`src/rtl/skvt_pkg.sv`:
```
// shared types, constants and command/status structs for the sorted key/data table
// no dependencies; used by every module of the block but skvt_ram
package skvt_pkg;

  // table size and derived widths
  localparam int CAPACITY = 16;
  localparam int ADDR_W   = (CAPACITY > 1) ? $clog2(CAPACITY) : 1;
  localparam int CNT_W    = $clog2(CAPACITY + 1);
  localparam int ENTRY_W  = 64;

  // request codes
  localparam logic [1:0] REQ_INSERT = 2'd0;
  localparam logic [1:0] REQ_DELETE = 2'd1;
  localparam logic [1:0] REQ_SEARCH = 2'd2;

  // result status codes
  localparam logic [1:0] ST_OK        = 2'd0;
  localparam logic [1:0] ST_NOT_FOUND = 2'd1;
  localparam logic [1:0] ST_FULL      = 2'd2;

  // operations on the found-data register
  localparam logic [1:0] FND_HOLD = 2'd0;
  localparam logic [1:0] FND_ZERO = 2'd1;
  localparam logic [1:0] FND_ONES = 2'd2;
  localparam logic [1:0] FND_CAP  = 2'd3;

  typedef struct packed {
    logic [1:0]         req_type;
    logic signed [31:0] req_key;
    logic signed [31:0] req_data;
  } req_t;

  typedef struct packed {
    logic [1:0]         status;
    logic signed [31:0] found_data;
    logic [4:0]         entry_count;
  } rsp_t;

  // controller to datapath
  typedef struct packed {
    logic       load_req;
    logic       idx_clr;
    logic       idx_to_cnt;
    logic       idx_inc;
    logic       idx_dec;
    logic       rd_en;
    logic       rd_prev;
    logic       wr_en;
    logic       wr_new;
    logic       wr_prev;
    logic       cnt_inc;
    logic       cnt_dec;
    logic [1:0] found_op;
    logic       res_load;
    logic [1:0] res_status;
  } dp_cmd_t;

  // datapath to controller
  typedef struct packed {
    logic [1:0] req_type;
    logic       idx_zero;
    logic       idx_at_cnt;
    logic       full;
    logic       key_lt;
    logic       key_eq;
  } dp_sts_t;

endpackage

```
`src/rtl/skvt_ram.sv`:
```
// generic single write, single read memory with registered read data
// no dependencies
module skvt_ram #(
  parameter int WIDTH = 64,
  parameter int DEPTH = 16
) (
  input  logic                            clk,
  input  logic                            we,
  input  logic [$clog2(DEPTH > 1 ? DEPTH : 2)-1:0] waddr,
  input  logic [WIDTH-1:0]                wdata,
  input  logic                            re,
  input  logic [$clog2(DEPTH > 1 ? DEPTH : 2)-1:0] raddr,
  output logic [WIDTH-1:0]                rdata
);

  logic [WIDTH-1:0] mem_r [DEPTH];

  // write port
  always_ff @(posedge clk) begin
    if (we) begin
      mem_r[waddr] <= wdata;
    end
  end

  // registered read port
  always_ff @(posedge clk) begin
    if (re) begin
      rdata <= mem_r[raddr];
    end
  end

endmodule

```
`src/rtl/skvt_datapath.sv`:
```
// datapath: request register, entry pointer, count, entry memory and result register
// depends on skvt_pkg and skvt_ram
module skvt_datapath (
  input  logic              clk,
  input  logic              rst_n,
  input  skvt_pkg::req_t    in_item,
  input  skvt_pkg::dp_cmd_t cmd,
  output skvt_pkg::dp_sts_t sts,
  output skvt_pkg::rsp_t    out_item
);
  import skvt_pkg::*;

  localparam int CNT_X = (CNT_W > 5) ? CNT_W : 5;

  req_t               req_r;
  logic [CNT_W-1:0]   idx_r;
  logic [CNT_W-1:0]   idx_nxt;
  logic [CNT_W-1:0]   cnt_r;
  logic [CNT_W-1:0]   cnt_nxt;
  logic [CNT_W-1:0]   idx_m1;
  logic signed [31:0] found_r;
  rsp_t               out_r;
  logic [CNT_X-1:0]   cnt_ext;

  logic [ADDR_W-1:0]  rd_addr;
  logic [ADDR_W-1:0]  wr_addr;
  logic [ENTRY_W-1:0] wr_data;
  logic [ENTRY_W-1:0] rd_data;
  logic signed [31:0] rd_key;

  assign idx_m1 = idx_r - CNT_W'(1);

  // request capture
  always_ff @(posedge clk) begin
    if (cmd.load_req) begin
      req_r <= in_item;
    end
  end

  // entry pointer
  always_comb begin
    idx_nxt = idx_r;
    if (cmd.idx_clr) begin
      idx_nxt = '0;
    end else if (cmd.idx_to_cnt) begin
      idx_nxt = cnt_r;
    end else if (cmd.idx_inc) begin
      idx_nxt = idx_r + CNT_W'(1);
    end else if (cmd.idx_dec) begin
      idx_nxt = idx_m1;
    end
  end

  always_ff @(posedge clk) begin
    idx_r <= idx_nxt;
  end

  // entry count
  always_comb begin
    cnt_nxt = cnt_r;
    if (cmd.cnt_inc) begin
      cnt_nxt = cnt_r + CNT_W'(1);
    end else if (cmd.cnt_dec) begin
      cnt_nxt = cnt_r - CNT_W'(1);
    end
  end

  always_ff @(posedge clk) begin
    if (!rst_n) begin
      cnt_r <= '0;
    end else begin
      cnt_r <= cnt_nxt;
    end
  end

  // entry memory, key in the upper half
  assign rd_addr = cmd.rd_prev ? idx_m1[ADDR_W-1:0] : idx_r[ADDR_W-1:0];
  assign wr_addr = cmd.wr_prev ? idx_m1[ADDR_W-1:0] : idx_r[ADDR_W-1:0];
  assign wr_data = cmd.wr_new ? {req_r.req_key, req_r.req_data} : rd_data;

  skvt_ram #(
    .WIDTH(ENTRY_W),
    .DEPTH(CAPACITY)
  ) u_entries (
    .clk  (clk),
    .we   (cmd.wr_en),
    .waddr(wr_addr),
    .wdata(wr_data),
    .re   (cmd.rd_en),
    .raddr(rd_addr),
    .rdata(rd_data)
  );

  assign rd_key = rd_data[ENTRY_W-1:32];

  // found data register
  always_ff @(posedge clk) begin
    case (cmd.found_op)
      FND_HOLD: found_r <= found_r;
      FND_ZERO: found_r <= '0;
      FND_ONES: found_r <= '1;
      FND_CAP:  found_r <= rd_data[31:0];
      default:  found_r <= found_r;
    endcase
  end

  // result register
  assign cnt_ext = CNT_X'(cnt_r);

  always_ff @(posedge clk) begin
    if (cmd.res_load) begin
      out_r.status      <= cmd.res_status;
      out_r.found_data  <= found_r;
      out_r.entry_count <= cnt_ext[4:0];
    end
  end

  assign out_item = out_r;

  // status back to the controller
  assign sts.req_type   = req_r.req_type;
  assign sts.idx_zero   = (idx_r == '0);
  assign sts.idx_at_cnt = (idx_r == cnt_r);
  assign sts.full       = (cnt_r == CNT_W'(CAPACITY));
  assign sts.key_lt     = (rd_key < req_r.req_key);
  assign sts.key_eq     = (rd_key == req_r.req_key);

endmodule

```
`src/rtl/skvt_ctrl.sv`:
```
// controller: sequences the scan and shift over the entry memory, owns the handshakes
// depends on skvt_pkg
module skvt_ctrl (
  input  logic              clk,
  input  logic              rst_n,
  input  logic              in_valid,
  output logic              in_ready,
  output logic              out_valid,
  input  logic              out_ready,
  input  skvt_pkg::dp_sts_t sts,
  output skvt_pkg::dp_cmd_t cmd
);
  import skvt_pkg::*;

  localparam logic [3:0] S_IDLE     = 4'd0;
  localparam logic [3:0] S_START    = 4'd1;
  localparam logic [3:0] S_INS_CHK  = 4'd2;
  localparam logic [3:0] S_INS_EV   = 4'd3;
  localparam logic [3:0] S_SCAN_CHK = 4'd4;
  localparam logic [3:0] S_SCAN_EV  = 4'd5;
  localparam logic [3:0] S_SHF_CHK  = 4'd6;
  localparam logic [3:0] S_SHF_EV   = 4'd7;
  localparam logic [3:0] S_FIN      = 4'd8;

  logic [3:0] state_r;
  logic [3:0] state_nxt;
  logic [1:0] status_r;
  logic [1:0] status_nxt;
  logic       out_valid_r;
  logic       out_valid_nxt;
  logic       is_search;

  assign is_search = (sts.req_type == REQ_SEARCH);
  assign in_ready  = (state_r == S_IDLE);
  assign out_valid = out_valid_r;

  // next state and commands
  always_comb begin
    state_nxt  = state_r;
    status_nxt = status_r;
    cmd        = '0;
    cmd.found_op   = FND_HOLD;
    cmd.res_status = status_r;
    case (state_r)
      S_IDLE: begin
        if (in_valid) begin
          cmd.load_req = 1'b1;
          state_nxt    = S_START;
        end
      end
      S_START: begin
        cmd.found_op = FND_ZERO;
        status_nxt   = ST_OK;
        case (sts.req_type)
          REQ_INSERT: begin
            if (sts.full) begin
              status_nxt = ST_FULL;
              state_nxt  = S_FIN;
            end else begin
              cmd.idx_to_cnt = 1'b1;
              state_nxt      = S_INS_CHK;
            end
          end
          REQ_DELETE, REQ_SEARCH: begin
            cmd.idx_clr = 1'b1;
            state_nxt   = S_SCAN_CHK;
          end
          default: state_nxt = S_FIN;
        endcase
      end
      // insert walks down from the top, moving up every entry not below the key
      S_INS_CHK: begin
        if (sts.idx_zero) begin
          cmd.wr_en   = 1'b1;
          cmd.wr_new  = 1'b1;
          cmd.cnt_inc = 1'b1;
          state_nxt   = S_FIN;
        end else begin
          cmd.rd_en   = 1'b1;
          cmd.rd_prev = 1'b1;
          state_nxt   = S_INS_EV;
        end
      end
      S_INS_EV: begin
        cmd.wr_en = 1'b1;
        if (!sts.key_lt) begin
          cmd.idx_dec = 1'b1;
          state_nxt   = S_INS_CHK;
        end else begin
          cmd.wr_new  = 1'b1;
          cmd.cnt_inc = 1'b1;
          state_nxt   = S_FIN;
        end
      end
      // search and delete walk up to the first entry not below the key
      S_SCAN_CHK: begin
        if (sts.idx_at_cnt) begin
          status_nxt = ST_NOT_FOUND;
          if (is_search) begin
            cmd.found_op = FND_ONES;
          end
          state_nxt = S_FIN;
        end else begin
          cmd.rd_en = 1'b1;
          state_nxt = S_SCAN_EV;
        end
      end
      S_SCAN_EV: begin
        if (sts.key_lt) begin
          cmd.idx_inc = 1'b1;
          state_nxt   = S_SCAN_CHK;
        end else if (sts.key_eq) begin
          if (is_search) begin
            cmd.found_op = FND_CAP;
            state_nxt    = S_FIN;
          end else begin
            cmd.idx_inc = 1'b1;
            state_nxt   = S_SHF_CHK;
          end
        end else begin
          status_nxt = ST_NOT_FOUND;
          if (is_search) begin
            cmd.found_op = FND_ONES;
          end
          state_nxt = S_FIN;
        end
      end
      // delete closes the gap, moving each later entry down by one
      S_SHF_CHK: begin
        if (sts.idx_at_cnt) begin
          cmd.cnt_dec = 1'b1;
          state_nxt   = S_FIN;
        end else begin
          cmd.rd_en = 1'b1;
          state_nxt = S_SHF_EV;
        end
      end
      S_SHF_EV: begin
        cmd.wr_en   = 1'b1;
        cmd.wr_prev = 1'b1;
        cmd.idx_inc = 1'b1;
        state_nxt   = S_SHF_CHK;
      end
      S_FIN: begin
        if (!out_valid_r || out_ready) begin
          cmd.res_load = 1'b1;
          state_nxt    = S_IDLE;
        end
      end
      default: state_nxt = S_IDLE;
    endcase
  end

  // output valid flag
  always_comb begin
    out_valid_nxt = out_valid_r;
    if (cmd.res_load) begin
      out_valid_nxt = 1'b1;
    end else if (out_ready) begin
      out_valid_nxt = 1'b0;
    end
  end

  always_ff @(posedge clk) begin
    if (!rst_n) begin
      state_r     <= S_IDLE;
      status_r    <= ST_OK;
      out_valid_r <= 1'b0;
    end else begin
      state_r     <= state_nxt;
      status_r    <= status_nxt;
      out_valid_r <= out_valid_nxt;
    end
  end

endmodule

```
`src/rtl/sorted_key_value_table.sv`:
```
// Sorted key/data table, up to CAPACITY signed 32-bit key and data pairs kept in
// ascending key order in one entry memory. Each item is an insert, a delete or a
// search (any other request code changes nothing) and yields one result. The
// controller takes no new item until it is through with the last one. An insert
// moves every entry at or above its key up by one. A search walks to the first
// entry not below the key. A delete walks there and then moves each later entry
// down. The longest item is a delete, or a search past the last key, on a full
// table. Each entry visited costs one read of the single-port-pair memory, and a
// write as well when the entry moves. A finished result sits in the output
// register and the next item is taken while it waits. A result still waiting
// there holds back the result after it.
// depends on skvt_pkg, skvt_ctrl, skvt_datapath
module sorted_key_value_table (
  input  logic           clk,
  input  logic           rst_n,
  input  logic           in_valid,
  output logic           in_ready,
  input  skvt_pkg::req_t in_item,
  output logic           out_valid,
  input  logic           out_ready,
  output skvt_pkg::rsp_t out_item
);
  import skvt_pkg::*;

  dp_cmd_t cmd;
  dp_sts_t sts;

  // sequencer
  skvt_ctrl u_ctrl (
    .clk      (clk),
    .rst_n    (rst_n),
    .in_valid (in_valid),
    .in_ready (in_ready),
    .out_valid(out_valid),
    .out_ready(out_ready),
    .sts      (sts),
    .cmd      (cmd)
  );

  // storage and compare
  skvt_datapath u_dp (
    .clk     (clk),
    .rst_n   (rst_n),
    .in_item (in_item),
    .cmd     (cmd),
    .sts     (sts),
    .out_item(out_item)
  );

`ifndef SYNTHESIS
  // one item at a time: no new item right after one is taken
  a_one_item: assert property (@(posedge clk) disable iff (!rst_n)
    (in_valid && in_ready) |=> !in_ready)
    else $error("item taken while another is in progress");

  // never grow a full table
  a_no_overfill: assert property (@(posedge clk) disable iff (!rst_n)
    cmd.cnt_inc |-> !sts.full)
    else $error("insert into a full table");

  // a refused insert is reported only when the table is full
  a_full_status: assert property (@(posedge clk) disable iff (!rst_n)
    (cmd.res_load && cmd.res_status == ST_FULL) |-> sts.full)
    else $error("full status with room left");

  // memory read and write never issued together
  a_port_excl: assert property (@(posedge clk) disable iff (!rst_n)
    !(cmd.rd_en && cmd.wr_en))
    else $error("read and write in the same cycle");
`endif

endmodule

```
`config.mk`:
```
export PLATFORM = sky130hd
export DESIGN_NAME = sorted_key_value_table
export DESIGN_NICKNAME = d
export VERILOG_FILES = /design/src/rtl/skvt_pkg.sv /design/src/rtl/skvt_ram.sv /design/src/rtl/skvt_datapath.sv /design/src/rtl/skvt_ctrl.sv /design/src/rtl/sorted_key_value_table.sv
export SDC_FILE = /design/constraint.sdc
export NUM_CORES = 1
export LEC_CHECK = 0
export BUFFER_PORTS_ARGS = -buffer_cell sky130_fd_sc_hd__buf_2
export CAP_MARGIN = 20
export CORE_MARGIN = 1
export CORE_UTILIZATION = 55
export DETAILED_ROUTE_END_ITERATION = 12
export GPL_TIMING_DRIVEN = 1
export PLACE_DENSITY = 0.7
export SETUP_SLACK_MARGIN = 0.1
export SYNTH_ARGS = -nofsm -noshare
export SYNTH_HDL_FRONTEND = slang
export SYNTH_SLANG_ARGS = --single-unit
```
`constraint.sdc`:
```
create_clock -name clk -period 15.1 [get_ports clk]
set_input_delay 2.265 -clock clk [delete_from_list [all_inputs] [get_ports clk]]
set_output_delay 2.265 -clock clk [all_outputs]
set_load 0.01 [all_outputs]
```
Yosys cells after proc, flatten, opt, wreduce, memory -nomap -nowiden
Memory sizes are Yosys's and may differ from the RTL's. A register that Yosys moved wholly into a read port is not among the register bits.
Index checks and enable logic that the tools add are counted.

storage, ports and cells
  output and inout port bits = 41
  register bits after elaboration = 154
  memories kept = 1
  RAM bits = 1024

memory list
  memory                words  bits a word  read ports  clocked after memory_dff  wr ports  RTL line        text
  u_dp.u_entries.mem_r  16     64           1           1                         1         skvt_ram.sv:16  logic [WIDTH-1:0] mem_r [DEPTH];

cells by class
  reductions and logical operators = 15
  add/sub/neg operators = 4
  magnitude comparators = 1
  equal/unequal tests = 21
  multiplexer cells = 64

operators by type and width
  operator                                                            number
  32-bit one-hot mux with 3 select lines                              1
  64-bit two-way mux                                                  1
  4-bit two-way mux                                                   12
  4-bit one-hot mux with 9 select lines                               1
  32-bit == test                                                      1
  32-bit < comparator                                                 1
  2-bit two-way mux                                                   13
  5-bit two-way mux                                                   5
  1-bit two-way mux                                                   23
  4-bit by 3-bit == test with 1-bit output, second input constant     4
  2-bit one-hot mux with 3 select lines                               2
  5-bit by 1-bit adder with 5-bit output, second input constant       2
  1-bit one-hot mux with 2 select lines                               5
  5-bit by 1-bit subtractor with 5-bit output, second input constant  2
  4-bit by 2-bit == test with 1-bit output, second input constant     2
  2-bit != test, second input constant                                4
  4-bit one-hot mux with 2 select lines                               1
  2-bit == test, second input constant                                3
  3-bit nonzero test                                                  2
  2-bit OR reduction                                                  3
  5-bit == test                                                       1
  5-bit == test, second input constant                                1
  5-bit logical NOT                                                   1
  2-bit by 1-bit == test with 1-bit output, second input constant     2
  other kinds (10)                                                    12

Longest topological paths before layout
Gate-level depths: netlist (run 1).

  word-level depth = 7
  mapped depth = 18
  gate-level depth less buffers = 16

Cells and area by module
From an unflattened synthesis (run 1), not the netlist that was laid out.

second synthesis, totals
  cells, all modules = 2263
  area, all modules = 47693.2 um2

modules (own cells, without submodules)
  module         cells an instance  area each (um2)  times used
  skvt_ram       1647               40223.6          1
  skvt_datapath  531                6824.0           1
  skvt_ctrl      85                 645.6            1

Worst setup path before layout (run 1)
Ideal clock, no wire load.

  kind = flip-flop to flip-flop
  from = reg u_dp.idx_r[0]
  to = mem u_dp.u_entries.mem_r[14][0] (enable)
  library setup time = 0.487 ns
  buffers on the path = 1
  path slack = 10.238 ns
  period minus slack after synthesis = 4.862 ns
  cell stages (with the launch flop) = 8
  arrival = 4.376 ns
  cell sequence = dfxtp_1 -> clkbuf_1 -> inv_1 -> ha_1 -> or3_1 -> o21ai_0 -> nand2_1 -> nor2_1

on the way
  longest elaborated chain between the ends = 5

ends and longest elaborated chain
  what                                     RTL line              text
  start, declared                          skvt_datapath.sv:16   logic [CNT_W-1:0] idx_r;
  start signal, assigned                   skvt_datapath.sv:55   idx_r <= idx_nxt;
  5-bit logical NOT                        skvt_datapath.sv:122  assign sts.idx_zero = (idx_r == '0);
  2-bit two-way mux                        skvt_ctrl.sv:73       if (sts.idx_zero) begin
  1-bit one-hot mux with 2 select lines    skvt_ctrl.sv:44       case (state_r)
  1-bit two-way mux                        skvt_ram.sv:20        if (we) begin
  1-bit two-way mux (not written as such)  skvt_ram.sv:21        mem_r[waddr] <= wdata;
  end, declared                            skvt_ram.sv:16

Several ways; a longest one is shown, not always the timed one.

Worst setup path after layout (run 1)
  from = reg u_dp.idx_r[0]
  to = reg u_dp.u_entries.rdata[43], read port of u_dp.u_entries.mem_r (data pin)

on the way
  longest elaborated chain between the ends = 4

ends and longest elaborated chain
  what                                                                                 RTL line        text
  branches (longest 4 deep; another with 5-bit by 1-bit subtractor with 5-bit output)  n/a
  end, declared                                                                        skvt_ram.sv:13  output logic [WIDTH-1:0] rdata

Several ways; the timed one is not identified.
A chain may end at the register's enable or synchronous reset.

==> impl_metrics.toml, run 1 <==
[global_route]
grt_util_met1 = 0.340
grt_use_met2 = 0.398
globalRouteMet3Util = 0.0467
grt_start_max_net_pins = 152
grt_busiest_layer = "met2"
grt_pass1_vias = 24723
grt_antenna_before_repair = 0
grt_util_all_layers = 0.245
grt-ovfl-total = 0
grt_first_pass_wirelength_um = 160000

[drt]
post_drt_wl_per_cell_um = 28.1
wirelength_um = 108000
avgViaCountPerCell = 6.26
detailedRoute.firstPassIterationCount = 5
post_drt_antenna_nets = 0
drtIter0Drc = 2772
via_count = 24145
post-route-drc-count = 0

[clocking]
cts_post_setup_buffers_inserted = 0
tritoncts.num_buffers = 120
clockRootBuffer = "sky130_fd_sc_hd__clkbuf_16"
number_of_gates_given_a_new_drive_strength_after_cts = 0
hold_buffers = 0
clock_tree_from_tritoncts = "yes"
cts.path.max_buffers = 3
clkLatencyLatePin_ns = 0.70
clkTransAtPathRegs_ns = 0.07
tritoncts_num_sinks = 1242
htreeDepth = 3

[synthesis]
synthXorXnorAreaFrac = 0.00250
yosys.area_share.adder = 0.0110
synth_seq_area_share = 0.766
yosysWarnings = 0
yosys-mux-area-fraction = 0.128
number_of_distinct_library_cells_after_synthesis = 70
synth.net_count = 2531
ys_ff_latch = 1242
post_synth.cell_area_avg_um2 = 20.0
most_frequent_cells_after_synthesis = "sky130_fd_sc_hd__edfxtp_1 (1225), sky130_fd_sc_hd__mux4_2 (256), sky130_fd_sc_hd__nand2_1 (201)"
yosysMostFrequentCell = "sky130_fd_sc_hd__edfxtp_1"
synth_async_sr_flop_share = 0
synth.area.top_cells = "sky130_fd_sc_hd__edfxtp_1 (76%), sky130_fd_sc_hd__mux4_2 (12%), sky130_fd_sc_hd__nand2_1 (1.6%), sky130_fd_sc_hd__ha_1 (1.1%), sky130_fd_sc_hd__a211oi_1 (0.99%)"
synth-compound-area-share = 0.0381
netlist.area_leader.share = 0.759
synth_simple_gate_area_frac = 0.0373
synth_top_family_by_area = "multiplexers"
dominantRegCellSynth = "sky130_fd_sc_hd__edfxtp_1"
post_synth_inst_count = 2419
cell_taking_the_most_area_after_synthesis = "sky130_fd_sc_hd__edfxtp_1"
synth_enable_flop_cells = 1225
netlist_area_um2 = 48500

[critical_path]
cp-end-kind = "flop"
timing.critical_path.from_type = "flop"
timing.critical_path.slowest_stage_cell = "sky130_fd_sc_hd__buf_4"
worst_ep_required_time_ns = 15.47
maximum_single_stage_delay_on_the_critical_path_ns = 0.90
critPathArrivalTime_ns = 6.29
cp_max_fo = 49
ff2ff_setup_slack_ns = 9.18
path_class = "reg -> reg"
timing.critical_path.mode_cell = "sky130_fd_sc_hd__buf_4"
cp_cell_sequence = "inv_1 -> ha_1 -> nand3b_1 -> nand2_1 -> xnor2_4 -> buf_4 -> buf_4 -> buf_4 -> mux4_2 -> and2_1 -> a211oi_1 -> a31oi_1"

[die]
starting_utilization_of_the_core_area = 0.557
die_width_um = 299
boundaryPins = 111
dieArea_um2 = 89300
design.core.area_um2 = 87000
fp-row-count = 108
chipHeight_um = 299

[sta]
fin_tns_setup_ns = 0
setup-violations-final = 0
timing_worst_slew_pin_value_ns = 1.15
max_freq_mhz = 169
rsz0062_at_grt = "no"
finalHoldViolCount = 0
clock_skew_ns = 0.0321
slew-limit-headroom = 0.235
part_of_the_cycle_the_worst_path_needs = 0.392
finalCriticalPeriod_ns = 5.92
timing.final.max_slew_violations = 0
hold_ws_ns = 0.411

[finish]
area.sequential_um2 = 37100
fillerInstances = 5915
antennaDiodeCount = 0
multiInputGateArea_um2 = 10700
finish.net_count = 2716
syn2layout_area_growth_pct = 12.0
drive_above_1_share = 0.253

[power_and_ir_drop]
static-leakage-power_uw = 0.0177
ir_drop_uv = 143
cellPowerDensity_nw_per_um2 = 156

[outcome]
status = "finished, final reports clean"

[place]
buffer_ports.inserted = 110
place.gp.congestion = 0.830
dp.final_hpwl_um = 54300

[worst_hold_path]
hp-class = "reg -> reg"

[run]
timing.max_cap.violations = 0
[state kept, by name, summed over array words and instances, names as in the netlist, 4 cells and up]
name and flops:
u_dp.u_entries.mem_r 1024, u_dp.req_r 64, u_dp.u_entries.rdata 64, u_dp.out_item 39, u_dp.found_r 32, u_dp.cnt_ext 5
u_dp.idx_r 5, u_ctrl.state_r 4
[kinds of logic (layout without fill, tap and decap cells)]
kind of cell / Yosys count / count (layout)
AOI/OAI and AO/OA: 276 / 276
xor gates and xnor gates: 13 / 13
adders and majority gates: 42 / 42
buffers and inverters: 174 / 455
DFF: 1242 / 1242
muxes: 293 / 293
and+or+nand+nor: 379 / 379
[worst max-delay path: cells and delay by family, from the launching register on]
family | cells | cell delay (ns)
and+or+nand+nor | 3 | 0.66
xor gates and xnor gates | 1 | 0.23
AOI/OAI and AO/OA | 2 | 0.30
muxes | 1 | 0.61
buffers and inverters | 4 | 2.72
DFF | 1 | 0.53
adders and majority gates | 1 | 0.40
[cells in the final DEF (no fill, tap or decap), drive strengths merged, types with 6 or more instances in the layout]
cell type  netlist  layout
clkinv           0      45
nand2          201     201
dfxtp           17      17
o21ai           56      56
nand3           20      20
xor2             7       7
nor3             8       8
nor2            37      37
ha              41      41
a31oi           65      65
and3             6       6
edfxtp        1225    1225
buf             66     191
inv             46      49
xnor2            6       6
a21oi           26      26
clkbuf          62     160
mux2            34      34
o21a            35      35
nand4            7       7
nor2b            6       6
a211oi          64      64
and2            68      68
mux4           256     256
[layer usage]
layer | up-vias | part of all wire | wire, um
li1 | 10206 | - | -
met1 | 12679 | 0.40 | 43500
met2 | 1079 | 0.49 | 53300
met3 | 181 | 0.080 | 8650
met4 | 0 | 0.025 | 2690
met5 | - | 0 | 0
[power breakdown]
part	switching, uW	internal [uW]	total, uW
logic	918	666	1580
registers	55.2	4000	4060
clock network	1240	1590	2830
total	2210	6260	8470
[through the flow]
stage               power (uW)  setup WS, ns  cell area, um2  cells  utilization
global route              8780          8.63           54300   3855        0.624
global placement          5670          9.23           50400   3613        0.580
detailed placement        5710          9.09           50600   3636        0.581
finish                    8470          9.18           54300   3855        0.624
floorplan                 5310         10.24           48500   2419            -
CTS                       8510          9.05           54300   3854        0.624
[area by class of cell]
cell class              count  share of cell area
clock buffers             160              0.0600
repair buffers            191              0.0214
multi-input cells        1003               0.197
clock inverters            58             0.00793
inverters                  46             0.00318
flip-flops and latches   1242               0.684
well taps                1155              0.0266
[final timing paths]
kind,start,to,cells after the start
setup / recovery,u_dp.idx_r[0],u_dp.u_entries.rdata[43],12
hold reg to reg,u_dp.found_r[23],u_dp.out_item[28],0
hold / removal,u_dp.found_r[23],u_dp.out_item[28],0
setup reg to reg,u_dp.idx_r[0],u_dp.u_entries.rdata[43],12
Power figures use the tool's default switching activity.
==> run 2: changes to the inputs <==
Settings changed: ABC_AREA set to 1.
Clock period 15.1 ns to 6.15 ns, I/O delays scaled along.
==> run 2 against run 1 <==
Critical path type unchanged. Combinational power increased to 4.2 times the previous value. Flip-flop and latch count stayed put. Routed wire length is 11% higher. Utilization fell by 0.55 points. Sequential share of layout area fell by 0.44 points. Global-route usage is 1.9 points higher.
==> impl_metrics.toml, run 2 <==
[outcome]
status = "finished, final reports clean"

[global_route]
grt_antenna_before_repair = 2
grt-ovfl-total = 0
grt_util_all_layers = 0.264
grt_pass1_vias = 28955
grt_start_max_net_pins = 275
grt_first_pass_wirelength_um = 178000

[drt]
drtIter0Drc = 4202
post_drt_wl_per_cell_um = 24.4
avgViaCountPerCell = 6.18
post_drt_antenna_nets = 0
via_count = 30395
post-route-drc-count = 0
detailedRoute.firstPassIterationCount = 5
wirelength_um = 120000

[critical_path]
timing.critical_path.from_type = "flop"
critPathArrivalTime_ns = 5.04
worst_ep_required_time_ns = 6.57
cp_max_fo = 64
path_class = "reg -> reg"
cp-end-kind = "flop"

[place]
buffer_ports.inserted = 110
place.gp.congestion = 0.827
dp_slack_ns = 1.69
dp.final_hpwl_um = 57200

[clocking]
tritoncts_num_sinks = 1242
number_of_gates_given_a_new_drive_strength_after_cts = 0
cts_post_setup_buffers_inserted = 0
clkLatencyLatePin_ns = 0.70
hold_buffers = 0
cts.path.max_buffers = 3
clkTransAtPathRegs_ns = 0.06
tritoncts.num_buffers = 118
clockRootBuffer = "sky130_fd_sc_hd__clkbuf_16"
htreeDepth = 3
clock_tree_from_tritoncts = "yes"

[finish]
syn2layout_area_growth_pct = 11.5
mostFrequentLayoutCells = "sky130_fd_sc_hd__edfxtp_1 (1225), sky130_fd_sc_hd__nor2_1 (545), sky130_fd_sc_hd__o21ai_0 (468)"
final_common_cell = "sky130_fd_sc_hd__edfxtp_1"
largest_register_ffs = 1024
largestRegisters = "u_dp.u_entries.mem_r: 1024 flops, u_dp.req_r: 64 flops, u_dp.u_entries.rdata: 64 flops"
largest-register = "u_dp.u_entries.mem_r"
drive_above_1_share = 0.106
finish.net_count = 3765

[die]
fp-row-count = 109
boundaryPins = 111
design.core.area_um2 = 88400
die_width_um = 301
dieArea_um2 = 90300
starting_utilization_of_the_core_area = 0.555
chipHeight_um = 301

[synthesis]
cell_taking_the_most_area_after_synthesis = "sky130_fd_sc_hd__edfxtp_1"
synth_enable_flop_cells = 1225
synth_seq_area_share = 0.757
synth.net_count = 3679
number_of_distinct_library_cells_after_synthesis = 44
most_frequent_cells_after_synthesis = "sky130_fd_sc_hd__edfxtp_1 (1225), sky130_fd_sc_hd__nor2_1 (562), sky130_fd_sc_hd__o21ai_0 (469)"
post_synth.cell_area_avg_um2 = 13.7
netlist.area_leader.share = 0.750
synth_async_sr_flop_share = 0
ys_ff_latch = 1242
post_synth_inst_count = 3567
yosysWarnings = 0
synth.area.top_cells = "sky130_fd_sc_hd__edfxtp_1 (75%), sky130_fd_sc_hd__o21ai_0 (4.8%), sky130_fd_sc_hd__nor2_1 (4.3%), sky130_fd_sc_hd__o221ai_1 (3.2%), sky130_fd_sc_hd__nand2_1 (2.1%)"
netlist_area_um2 = 49000
yosysMostFrequentCell = "sky130_fd_sc_hd__edfxtp_1"
dominantRegCellSynth = "sky130_fd_sc_hd__edfxtp_1"

[sta]
timing.final.max_slew_violations = 0
part_of_the_cycle_the_worst_path_needs = 0.750
rsz0062_at_grt = "no"
fin_tns_setup_ns = 0
setup-violations-final = 0
finalHoldViolCount = 0
timing_worst_slew_pin_value_ns = 1.16
max_freq_mhz = 217
worst_path_setup_slack_after_routing_ns = 1.54
finalCriticalPeriod_ns = 4.61
slew-limit-headroom = 0.229
clock_skew_ns = 0.0230

[worst_hold_path]
hp-class = "in -> reg"

[run]
timing.max_cap.violations = 0

[power_and_ir_drop]
cellPowerDensity_nw_per_um2 = 441
ir_drop_uv = 461
static-leakage-power_uw = 0.0184
[run 2: cell types whose count changed in the layout (fill, tap and decap cells not counted), sizes merged, moves of 68 or more]
| cell | previous run | this run |
|---|---|---|
| o21ai | 56 | 594 |
| o211ai | 2 | 76 |
| o221ai | 0 | 180 |
| nor2 | 37 | 563 |
| and2 | 68 | 0 |
| nand2 | 201 | 287 |
| o22ai | 0 | 76 |
| inv | 49 | 127 |
| mux4 | 256 | 0 |
[run 2: final timing paths]
kind,startpoint,to,slack (ns),depth (start not counted)
max,u_dp.u_entries.rdata[45],u_dp.u_entries.mem_r[4][18],1.54,15
min,in_item[64],u_dp.sts[5],0.40,1
max reg2reg,u_dp.u_entries.rdata[45],u_dp.u_entries.mem_r[4][18],1.54,15
min reg2reg,u_dp.found_r[29],u_dp.out_item[34],0.42,0
[run 2: per-stage QoR]
stage                util  total power, uW  hold slack, ns  std cells  area [um2]
floorplan               -            15300           0.400       3567       49000
global route        0.618            25200           0.375       4917       54600
CTS                 0.618            24100           0.361       4917       54600
global placement    0.576            17100           0.403       4697       50900
detailed placement  0.576            17200           0.405       4698       50900
finish              0.618            24100           0.403       4918       54600
[run 2: report_power, final]
group | total (uW) | internal, uW | switching, uW
clock network | 6940 | 3950 | 3000
logic | 6570 | 1840 | 4740
registers | 10600 | 10400 | 187
[run 2: cells by family (layout without fill, tap and decap cells)]
logic type                 Yosys count  in the layout  share of synthesized area
and+or+nand+nor                    958            958                     0.0780
adders and majority gates           42             42                     0.0109
buffers and inverters              355            540                     0.0339
xor gates and xnor gates            10             10                    0.00179
other                                0              1                          0
DFF                               1242           1242                      0.757
AOI/OAI and AO/OA                  960            960                      0.118
[run 2: worst max-delay path, stage by stage (launching register included)]
cell	delay, ns
sky130_fd_sc_hd__edfxtp_1	0.40
sky130_fd_sc_hd__ha_1	0.33
sky130_fd_sc_hd__a21oi_1	0.14
sky130_fd_sc_hd__o21ai_0	0.10
sky130_fd_sc_hd__a21oi_1	0.22
sky130_fd_sc_hd__nand2_1	0.21
sky130_fd_sc_hd__nand2_1	0.16
sky130_fd_sc_hd__nand2_1	0.06
sky130_fd_sc_hd__nand2_1	0.12
sky130_fd_sc_hd__nand2_2	0.11
sky130_fd_sc_hd__nand2_1	0.11
sky130_fd_sc_hd__nand2_4	0.41
sky130_fd_sc_hd__inv_4	0.75
sky130_fd_sc_hd__buf_4	0.63
sky130_fd_sc_hd__nand2_1	0.11
sky130_fd_sc_hd__nand2_1	0.42
[run 2: cell type report]
type	instances	area (um2)
tap	1165	1460
timing repair buffer	194	1450
inverter	127	507
sequential	1242	37100
antenna	1	2.50
clock buffer	153	3170
multi-input combinational	1970	10400
clock inverter	66	529
fill	6473	33700
[run 2: layer usage]
metal,track usage,wire length [um]
met1,0.368,48300
met2,0.428,57500
met3,0.0434,11400
met4,0.0832,2910
met5,0,11
